===== config.mk =====
export PLATFORM = sky130hd
export DESIGN_NAME = tofm_unit
export DESIGN_NICKNAME = d
export VERILOG_FILES = /design/src/tofm_pkg.sv /design/src/tofm_unit.sv
export SDC_FILE = /design/constraint.sdc
export NUM_CORES = 1
export LEC_CHECK = 0
export BUFFER_PORTS_ARGS = -buffer_cell sky130_fd_sc_hd__buf_2
export CORE_ASPECT_RATIO = 1.25
export CORE_MARGIN = 4
export CORE_UTILIZATION = 55
export CTS_CLUSTER_DIAMETER = 60
export DETAILED_ROUTE_END_ITERATION = 10
export GPL_ROUTABILITY_DRIVEN = 1
export GPL_TIMING_DRIVEN = 0
export PLACE_DENSITY = 0.75
export SLEW_MARGIN = 20
export SYNTH_ARGS = -nofsm -noshare
export SYNTH_HDL_FRONTEND = slang
export SYNTH_SLANG_ARGS = --single-unit
export TNS_END_PERCENT = 20

===== constraint.sdc =====
create_clock -name clk -period 5.7 [get_ports clk]
set_clock_uncertainty 0.15 [all_clocks]
set_input_delay 0.57 -clock clk [delete_from_list [all_inputs] [get_ports clk]]
set_output_delay 0.57 -clock clk [all_outputs]
set_load 0.1 [all_outputs]

===== src/tofm_pkg.sv =====
// tofm_pkg: shared types and constants for the time-of-flight to mass calibration block
// used by tofm_unit and tof_to_mass_calibration; no dependencies
package tofm_pkg;

	localparam int unsigned FRAC_W  = 24;  // Q.24 fraction bits
	localparam int unsigned WORD_W  = 56;  // signed Q32.24 register width
	localparam int unsigned BCOEF_W = 55;
	localparam int unsigned LEVEL_W = 32;
	localparam int unsigned CFG_IDX_W = 3;

	// shared unit sizing
	localparam int unsigned MUL_W  = 57;   // multiplier operand bits
	localparam int unsigned RAD_W  = 116;  // radicand / accumulator bits
	localparam int unsigned ROOT_W = 58;   // square root bits
	localparam int unsigned NUM_W  = 82;   // dividend bits
	localparam int unsigned DEN_W  = 57;   // divisor bits
	localparam int unsigned REM_W  = 61;   // partial remainder bits
	localparam int unsigned CNT_W  = 7;
	localparam int unsigned Q_LIM  = 40;   // quotient must stay below 2^40

	localparam logic [CFG_IDX_W-1:0] REG_DELAY  = 3'd0;
	localparam logic [CFG_IDX_W-1:0] REG_DWELL  = 3'd1;
	localparam logic [CFG_IDX_W-1:0] REG_BCOEF  = 3'd2;
	localparam logic [CFG_IDX_W-1:0] REG_LINEAR = 3'd3;
	localparam logic [CFG_IDX_W-1:0] REG_QUAD   = 3'd4;

	typedef enum logic [1:0] {
		OP_MUL  = 2'd0,
		OP_DIV  = 2'd1,
		OP_SQRT = 2'd2
	} unit_op_t;

	typedef struct packed {
		logic     start;
		unit_op_t op;
	} unit_req_t;

	typedef struct packed {
		logic [LEVEL_W-1:0] intensity;
		logic               final_sample;
	} item_t;

	typedef struct packed {
		logic [WORD_W-1:0]  mass;
		logic [LEVEL_W-1:0] level;
		logic               is_last;
		logic               invalid;
	} result_t;

endpackage


===== src/tofm_unit.sv =====
// tofm_unit: bit-serial multiply, restoring divide and digit-by-digit square root
// one bit (or bit pair) per cycle; depends on tofm_pkg
module tofm_unit (
	input  logic                     clk,
	input  logic                     arst_n,
	input  tofm_pkg::unit_req_t      req,
	input  logic [tofm_pkg::RAD_W-1:0] a,
	input  logic [tofm_pkg::DEN_W-1:0] b,
	output logic [tofm_pkg::RAD_W-1:0] res,
	output logic                     done
);

	localparam int unsigned RW = tofm_pkg::RAD_W;
	localparam int unsigned EW = tofm_pkg::REM_W;

	tofm_pkg::unit_op_t op_q;
	logic                        busy_q;
	logic                        done_q;
	logic [tofm_pkg::CNT_W-1:0]  cnt_q;
	logic [tofm_pkg::CNT_W-1:0]  last_cnt;
	logic [RW-1:0]               x_q;
	logic [RW-1:0]               acc_q;
	logic [tofm_pkg::DEN_W-1:0]  y_q;
	logic [EW-1:0]               rem_q;

	logic [EW-1:0] r2;
	logic [EW-1:0] sub_b;
	logic [EW-1:0] diff;
	logic          take;
	logic [RW-1:0] sum;

	always_comb begin
		case (op_q)
			tofm_pkg::OP_MUL:  last_cnt = tofm_pkg::CNT_W'(tofm_pkg::MUL_W - 1);
			tofm_pkg::OP_DIV:  last_cnt = tofm_pkg::CNT_W'(tofm_pkg::NUM_W - 1);
			tofm_pkg::OP_SQRT: last_cnt = tofm_pkg::CNT_W'(tofm_pkg::ROOT_W - 1);
			default:           last_cnt = '0;
		endcase
	end

	// one compare and subtract shared by divide and square root
	always_comb begin
		if (op_q == tofm_pkg::OP_DIV) begin
			r2    = {rem_q[EW-2:0], x_q[RW-1]};
			sub_b = EW'(y_q);
		end else begin
			r2    = {rem_q[EW-3:0], x_q[RW-1 -: 2]};
			sub_b = {acc_q[EW-3:0], 2'b01};
		end
		diff = r2 - sub_b;
		take = (r2 >= sub_b);
		sum  = acc_q + x_q;
	end

	always_ff @(posedge clk or negedge arst_n) begin
		if (!arst_n) begin
			busy_q <= 1'b0;
			done_q <= 1'b0;
			cnt_q  <= '0;
			op_q   <= tofm_pkg::OP_MUL;
		end else begin
			done_q <= 1'b0;
			if (req.start) begin
				busy_q <= 1'b1;
				cnt_q  <= '0;
				op_q   <= req.op;
			end else if (busy_q) begin
				cnt_q <= cnt_q + 1'b1;
				if (cnt_q == last_cnt) begin
					busy_q <= 1'b0;
					done_q <= 1'b1;
				end
			end
		end
	end

	always_ff @(posedge clk) begin
		if (req.start) begin
			acc_q <= '0;
			rem_q <= '0;
			y_q   <= b;
			if (req.op == tofm_pkg::OP_DIV) begin
				// dividend left aligned so its top bit enters first
				x_q <= a << (RW - tofm_pkg::NUM_W);
			end else begin
				x_q <= a;
			end
		end else if (busy_q) begin
			case (op_q)
				tofm_pkg::OP_MUL: begin
					if (y_q[0]) begin
						acc_q <= sum;
					end
					x_q <= x_q << 1;
					y_q <= y_q >> 1;
				end
				tofm_pkg::OP_DIV: begin
					rem_q <= take ? diff : r2;
					acc_q <= {acc_q[RW-2:0], take};
					x_q   <= x_q << 1;
				end
				tofm_pkg::OP_SQRT: begin
					rem_q <= take ? diff : r2;
					acc_q <= {acc_q[RW-2:0], take};
					x_q   <= x_q << 2;
				end
				default: begin
					acc_q <= acc_q;
				end
			endcase
		end
	end

	assign res  = acc_q;
	assign done = done_q;

endmodule


Word-level counts from Yosys, hierarchy flattened
Cells that the tools add are included.

operators by class
  add/subtract/negate cells = 3
  order comparisons = 1
  equality and inequality tests = 5
  mux-type cells = 21
  reduce and logical (&&, ||, !) cells = 11

operators with widths
  operator             count
  $mux 116             4
  $pmux 116 s2         2
  $mux 57              3
  $mux 61              2
  $add 116x116->116    1
  $ge 61x61->1         1
  $mux 60              1
  $sub 60x60->60       1
  $pmux 7 s3           1
  $mux 7               2
  $add 7x1->7 const B  1
  $eq 7x7->1           1
  $mux 1               6
  $reduce_and 2->1     3
  $reduce_bool 2->1    3
  $eq 2x1->1 const B   2
  $reduce_or 2->1      2
  $reduce_and 3->1     1
  $reduce_bool 3->1    1
  $eq 2x2->1 const B   1
  $logic_not 2->1      1
  $ne 2x2->1 const B   1

storage, ports and cells
  flip-flop bits (word level) = 360
  bits of input ports = 178
  output and inout port bits = 117

Depth between registers and ports, before layout
Gate-level depths: netlist (run 1).

  word-level depth = 6
  gate-level depth with buffers = 22
  depth with buffers taken out = 17

Least setup slack after synthesis (run 1)
No wires, ideal clock.

  kind = flip-flop to flip-flop
  from = register op_q[0]
  to = register x_q[0] (enable)
  data arrival time = 4.450 ns
  slack = 0.621 ns
  cell stages (with the launch flop) = 9
  buffers on the path = 4
  path through = dfrtp_1 -> inv_1 -> ha_1 -> clkbuf_1 -> clkbuf_1 -> clkbuf_1 -> clkbuf_1 -> o31ai_1 -> nand2_1

on the way
  cells in the longest elaborated chain, start to end = 4

ends and longest elaborated chain
  item                                                  line              RTL
  from (decl)                                           tofm_unit.sv:16   tofm_pkg::unit_op_t op_q;
  from (signal assigned)                                tofm_unit.sv:60   op_q <= tofm_pkg::OP_MUL;
  from (signal assigned)                                tofm_unit.sv:66   op_q <= req.op;
  $eq 2x1->1 / $logic_not 2->1 (equally long branches)  tofm_unit.sv:89   case (op_q)
  $reduce_or 2->1 (no line)                             n/a
  $reduce_bool 3->1 (no line) (*)                       n/a
  $reduce_and 2->1 (no line) (*)                        n/a
  to (signal assigned)                                  tofm_unit.sv:84   x_q <= a << (RW - tofm_pkg::NUM_W);
  to (signal assigned)                                  tofm_unit.sv:94   x_q <= x_q << 1;
  to (signal assigned)                                  tofm_unit.sv:100  x_q <= x_q << 1;
  to (decl)                                             tofm_unit.sv:21   logic [RW-1:0] x_q;

Mark *: on every way between the ends. The rest lies on a longest branch, timed or not.
A chain may end at the register's enable or synchronous reset.

Final worst setup path (run 1)
  from = register op_q[1]
  to = register rem_q[59]

on the way
  cells in the longest elaborated chain, start to end = 4

ends and longest elaborated chain
  item                                                   line                               RTL
  $eq 2x1->1                                             tofm_unit.sv:43, tofm_unit.sv:89
  $mux 61                                                tofm_unit.sv:43                    if (op_q == tofm_pkg::OP_DIV) begin
  $sub 60x60->60 / $ge 61x61->1 (equally long branches)  tofm_unit.sv:50, tofm_unit.sv:51
  $mux 60                                                tofm_unit.sv:98, tofm_unit.sv:103
  to (signal assigned)                                   tofm_unit.sv:98                    rem_q <= take ? diff : r2;
  to (signal assigned)                                   tofm_unit.sv:103                   rem_q <= take ? diff : r2;
  to (decl)                                              tofm_unit.sv:24                    logic [EW-1:0] rem_q;

Parallel ways exist; a longest one is shown, timed or not.

==> flow_summary.json, run 1 <==
{
  "tns_ns": 0,
  "clk_pin_slew_worst_paths_ns": 0.07,
  "cts_tree": "done",
  "pin_count": 295,
  "hold_end": "op_q[1]",
  "drv_cap": 0,
  "first_global_vias": 29280,
  "crit_fanout": 10,
  "core_mm2": 0.05269,
  "first_pass_iters": 7,
  "synth_compound_area_share_pct": 25.93,
  "hold_viol_final": 0,
  "fin_crit_sh_pct": 98.96,
  "ant_nets": 0,
  "avgRoutedWirePerCell_um": 26.74,
  "rsz0062_at_grt": "true",
  "worstPathRequired_ns": 6.02,
  "yosysWarnings": 0,
  "cp-end-kind": "flop",
  "detailroute.via_count": 30330,
  "syn_area_mm2": 0.02933,
  "p_leak_uw": 0.01349,
  "ys_seq_area_share_pct": 30.67,
  "timing.fmax_mhz": 177.3,
  "synthFlopType": "dfxtp_1",
  "cts_buffers": 43,
  "fin_cells": 4630,
  "worst-path-stages": 19,
  "worstHoldPathCells": 3,
  "synth_seq_cells": 360,
  "overflow": 0,
  "r2r-start": "op_q[1]",
  "r2r_end": "rem_q[59]",
  "min_from": "req[1]",
  "routabilityCongestion": 1.109,
  "final_common_cell": "nand2_1",
  "antenna_found_initial": 4,
  "fin_crit_ns": 5.641,
  "vias_per_cell": 6.551,
  "postLayoutCoreUtil_pct": 63.03,
  "crit_slowest_cell": "a31oi_1",
  "async_flop_share_pct": 3.056,
  "synth_mux_area_share_pct": 9.480,
  "place_ws_ns": -0.9691,
  "crit_type": "flop to flop",
  "clock_latency_ns": 0.61,
  "synthCells": 3577,
  "slowest_delay_ns": 0.46,
  "worst_slack_ns": 0.05900,
  "path_delay_family": "compound AO/OA/AOI/OAI gates",
  "avgSynthCellArea_um2": 8.199,
  "cellPowerDensity_mw_per_mm2": 585.4,
  "h-tree-depth": 2,
  "cts_root_buf": "clkbuf_16",
  "finalSetupViolations": 0,
  "vdd_ir_drop_max_v": 0.0005088,
  "path_cells": "inv_1, ha_2, clkbuf_4, clkbuf_4, mux2i_1, ha_1, clkbuf_1, and3_1, and3_1, a221oi_1, o21ai_0, a31oi_2, o41a_1, nand4bb_1, a31oi_1, o31ai_1, xor2_1, mux2i_1, a21oi_1",
  "synthSimpleGateAreaFrac_pct": 16.96,
  "wl_um": 123800,
  "clkSinkCount": 360,
  "worst_pin_slew_ns": 1.209,
  "critPathLaunchType": "flop",
  "initial_core_util_pct": 55.66,
  "nFillCells": 4924,
  "crit_buf_inv": 4,
  "slew_headroom_pct": 19.42,
  "dp_hpwl_um": 98710,
  "drc": 0,
  "drtIter0Drc": 2987,
  "portBuffers": 294,
  "most-common-layout-cells": "nand2_1, o21ai_0, a21oi_1, buf_2, nor2_1",
  "grt_start_max_net_pins": 47,
  "drive_gt1_share_pct": 14.11,
  "synth_edf_count": 173,
  "synth_top_family_by_area": "compound AO/OA/AOI/OAI gates",
  "drv_slew": 0,
  "dieArea_mm2": 0.05711,
  "crit_arrival_ns": 5.97,
  "area_growth_pct": 13.25,
  "synth_nets": 3939,
  "dp.cells": 4546,
  "yosys.area_share.adder_pct": 7.901,
  "outcome": "complete, no violations",
  "num_rows": 94,
  "cts_buffer_depth": 3,
  "grtUsageTotal_pct": 41.32,
  "hold_class": "primary input to flop",
  "rrSetupSlack_ns": 0.06,
  "die_h_um": 266.2,
  "synthDistinctLibCells": 91,
  "fin_nets": 4283,
  "synth-xor-area-share_pct": 4.927,
  "dieWidth_um": 214.5,
  "grt_pass1_wl_um": 180000,
  "reg2reg_depth": 19
}
-- repair_timing --
action                                  CTS  global route
pin swaps                                 0             1
endpoints found under the setup margin   61            61
hold buffers                              1             0
hold endpoints to repair                 11             0
setup buffers                             0             2
resized for setup                        10            18
-- per-stage QoR --
stage | hold slack, ns | cell area, um2 | total power [uW]
after global placement | 0.3033 | 31640 | 16160
after CTS | 0.05088 | 33160 | 19060
after global routing | 0.07252 | 33210 | 20460
after floorplan | 0.1244 | 29330 | 13080
final | 0.06889 | 33210 | 19440
after detailed placement | 0.3083 | 31720 | 16210
-- cell usage after synthesis (12+ instances only) --
| master | instances | share of area (%) |
|---|---|---|
| a21oi_1 | 341 | 5.8 |
| o21ai_0 | 349 | 6.0 |
| nand2b_1 | 24 | 0.51 |
| a21o_1 | 73 | 1.9 |
| nand2_1 | 438 | 5.6 |
| buf_2 | 15 | 0.26 |
| buf_1 | 22 | 0.28 |
| and3_1 | 19 | 0.41 |
| ha_1 | 182 | 7.8 |
| nor3_1 | 36 | 0.61 |
| clkbuf_1 | 198 | 2.5 |
| o31ai_1 | 14 | 0.36 |
| edfxtp_1 | 173 | 18 |
| o211ai_1 | 61 | 1.6 |
| xor2_1 | 76 | 2.3 |
| nor2b_1 | 101 | 2.2 |
| a31oi_1 | 110 | 2.3 |
| a221oi_1 | 12 | 0.36 |
| nand4_1 | 69 | 1.5 |
| mux2i_1 | 145 | 4.9 |
| nand3b_1 | 18 | 0.46 |
| dfxtp_1 | 176 | 12 |
| a211oi_1 | 114 | 2.9 |
| a21boi_0 | 13 | 0.33 |
| nor2_1 | 222 | 2.8 |
| o21bai_1 | 41 | 1.0 |
| nand3_1 | 74 | 1.3 |
| mux2_2 | 117 | 4.5 |
| xnor2_1 | 89 | 2.7 |
| inv_1 | 61 | 0.78 |
| o21a_1 | 26 | 0.67 |
-- power by group --
part | switching (uW) | internal (uW)
logic | 8100 | 4210
registers | 930 | 3390
clock network | 1250 | 1560
-- flip-flops by register name, indices dropped and copies added, names as in the netlist --
| register | flops |
|---|---|
| rem_q | 60 |
| cnt_q | 7 |
| x_q | 116 |
| y_q | 57 |
| done | 1 |
| busy_q | 1 |
| op_q | 2 |
| res | 116 |
-- area by class of cell --
class	count	area (um2)	area share (%)
buffer	243	1006	3.029
clock buffer	57	1211	3.647
multi-input combinational	2912	19170	57.71
sequential	360	8994	27.08
inverter	61	229.0	0.6894
clock inverter	22	200.2	0.6028
tap	672	840.8	2.532
timing repair buffer	300	1556	4.686
antenna	3	7.507	0.02260
-- how the worst max path moves through the flow --
stage,start,end,slack [ns]
after floorplan,op_q[0],x_q[0],0.62
after global placement,req[2],x_q[88],-2.37
after detailed placement,op_q[1],rem_q[59],-0.97
after CTS,op_q[1],rem_q[59],0.03
after global routing,op_q[1],rem_q[41],-0.02
final,op_q[1],rem_q[59],0.06
-- metal layers --
metal	track usage (%)	routed length, um	vias to the layer above
li1	-	-	13950
met4	33.87	12960	0
met3	6.239	9963	491
met2	69.27	56780	1610
met1	46.82	44120	14280
met5	0	0	-
-- worst reg2reg max path, stage by stage, from the launching register on --
cell and delay (ns):
dfrtp_1 0.40, inv_1 0.13, ha_2 0.39, clkbuf_4 0.36
clkbuf_4 0.34, mux2i_1 0.39, ha_1 0.29, clkbuf_1 0.19
and3_1 0.31, and3_1 0.23, a221oi_1 0.26, o21ai_0 0.15
a31oi_2 0.42, o41a_1 0.31, nand4bb_1 0.15, a31oi_1 0.46
o31ai_1 0.16, xor2_1 0.16, mux2i_1 0.17, a21oi_1 0.09
-- cell families after synthesis --
group | after synthesis
compound gates | 1232
xor+xnor | 165
fa+ha+maj | 184
buf+inv | 305
flops | 360
mux | 263
simple gates | 1068
(Power assumes the default switching activity.)
==> inputs of run 2 (changes only) <==
- RECOVER_POWER: default -> 25
==> flow_summary.json, run 2 (synthesis results as in run 1) <==
{
  "final_common_cell": "nand2_1",
  "fin_crit_sh_pct": 97.96,
  "portBuffers": 294,
  "crit_fanout": 10,
  "outcome": "complete, no violations",
  "pin_count": 295,
  "first_global_vias": 29280,
  "grt_start_max_net_pins": 47,
  "most-common-layout-cells": "nand2_1, o21ai_0, a21oi_1, clkbuf_1, nor2_1",
  "num_rows": 94,
  "detailroute.via_count": 30360,
  "cts_buffers": 43,
  "total_power_uw": 19410,
  "dieWidth_um": 214.5,
  "die_h_um": 266.2,
  "multi_input_area_mm2": 0.01917,
  "clkSinkCount": 360,
  "seq_area_mm2": 0.008994,
  "avgRoutedWirePerCell_um": 26.78,
  "dieArea_mm2": 0.05711,
  "timing.fmax_mhz": 179.1,
  "grtUsageTotal_pct": 41.32,
  "fin_nets": 4283,
  "clk_pin_slew_worst_paths_ns": 0.06,
  "hold_class": "primary input to flop",
  "finalSetupViolations": 0,
  "drv_slew": 0,
  "cts_tree": "done",
  "p_leak_uw": 0.01309,
  "cts_root_buf": "clkbuf_16",
  "cellPowerDensity_mw_per_mm2": 586.8,
  "slew_headroom_pct": 8.418,
  "cp-end-kind": "flop",
  "initial_core_util_pct": 55.66,
  "ant_nets": 0,
  "clock_latency_ns": 0.61,
  "worst_slack_ns": 0.1166,
  "drv_cap": 0,
  "vias_per_cell": 6.559,
  "worst_pin_slew_ns": 1.374,
  "vdd_ir_drop_max_v": 0.0004936,
  "worstPathRequired_ns": 6.03,
  "h-tree-depth": 2,
  "overflow": 0,
  "area_growth_pct": 12.79,
  "cts_buffer_depth": 3,
  "antenna_found_initial": 4,
  "hold_viol_final": 0,
  "core_mm2": 0.05269,
  "fin_crit_ns": 5.583,
  "crit_type": "flop to flop",
  "crit_arrival_ns": 5.91,
  "drtIter0Drc": 2895,
  "first_pass_iters": 6,
  "dp_hpwl_um": 98710,
  "routabilityCongestion": 1.109,
  "rsz0062_at_grt": "true",
  "drc": 0,
  "wl_um": 123900,
  "drive_gt1_share_pct": 11.38,
  "nFillCells": 4983,
  "place_ws_ns": -0.9691,
  "grt_pass1_wl_um": 180000,
  "critPathLaunchType": "flop"
}
## run 2: changes by cell type in the layout (fill, tap and decap cells not counted), sizes merged
| cell | previous run | this run |
|---|---|---|
| buf | 342 | 238 |
| clkbuf | 257 | 361 |
| diode | 3 | 2 |
## run 2: report_power, final
part           internal [uW]  leakage (uW)  switching, uW
sequential              3390       0.00337            930
clock                   1560      0.000689           1250
combinational           4160       0.00903           8110
total                   9120        0.0131          10300
## run 2: timing repair
action	4_1_cts	5_1_grt
setup endpoints to repair	61	61
gates resized for setup	10	18
setup buffers	0	2
hold endpoints to repair	11	0
pin swaps	0	1
hold buffers	1	0
## run 2: critical path, stage by stage, from the launching register on
cell,delay [ns]
dfrtp_1,0.40
inv_1,0.14
ha_2,0.38
clkbuf_4,0.36
clkbuf_4,0.33
mux2i_1,0.38
ha_1,0.29
clkbuf_1,0.19
and3_1,0.30
and3_1,0.23
a221oi_1,0.25
o21ai_0,0.15
a31oi_2,0.41
o41a_1,0.31
nand4bb_1,0.15
a31oi_1,0.44
o31ai_1,0.15
xor2_1,0.16
mux2i_1,0.16
a21oi_1,0.09
## run 2: final timing paths
| kind | end | depth (start not counted) | from | slack, ns |
|---|---|---|---|---|
| min | op_q[1] | 3 | req[1] | 0.06 |
| max in group asynchronous | cnt_q[1] | 2 | arst_n | 4.59 |
| min reg2reg | rem_q[55] | 2 | rem_q[55] | 0.32 |
| min in group asynchronous | cnt_q[3] | 2 | arst_n | 0.37 |
| max | rem_q[59] | 19 | op_q[1] | 0.12 |
| max reg2reg | rem_q[59] | 19 | op_q[1] | 0.12 |
## run 2: through the flow
stage,area (um2),hold slack [ns],setup TNS (ns),cells,utilization (%)
global placement,31640,0.3033,-331.47,4543,60.05
finish,33080,0.05581,0,4629,62.78
CTS,33160,0.05088,0,4625,62.93
floorplan,29330,0.1244,0,3577,-
global route,33080,0.07252,-0.03553,4629,62.78
detailed placement,31720,0.3083,-41.06,4546,60.19
## run 2: area by class of cell
class | count | share of cell area (%)
Multi-Input combinational cell | 2912 | 57.95
Sequential cell | 360 | 27.19
Timing Repair Buffer | 300 | 4.312
Clock buffer | 57 | 3.661
Buffer | 243 | 3.037
Tap cell | 672 | 2.542
Inverter | 61 | 0.6922
Clock inverter | 22 | 0.6052
Antenna cell | 2 | 0.01513
## run 2: metal layers
metal / share of wire [%] / up-vias / GRT usage (%)
li1: - / 13950 / -
met1: 36 / 14380 / 46.82
met2: 46 / 1556 / 69.27
met3: 7.9 / 480 / 6.239
met4: 10 / 0 / 33.87
met5: 0 / - / 0
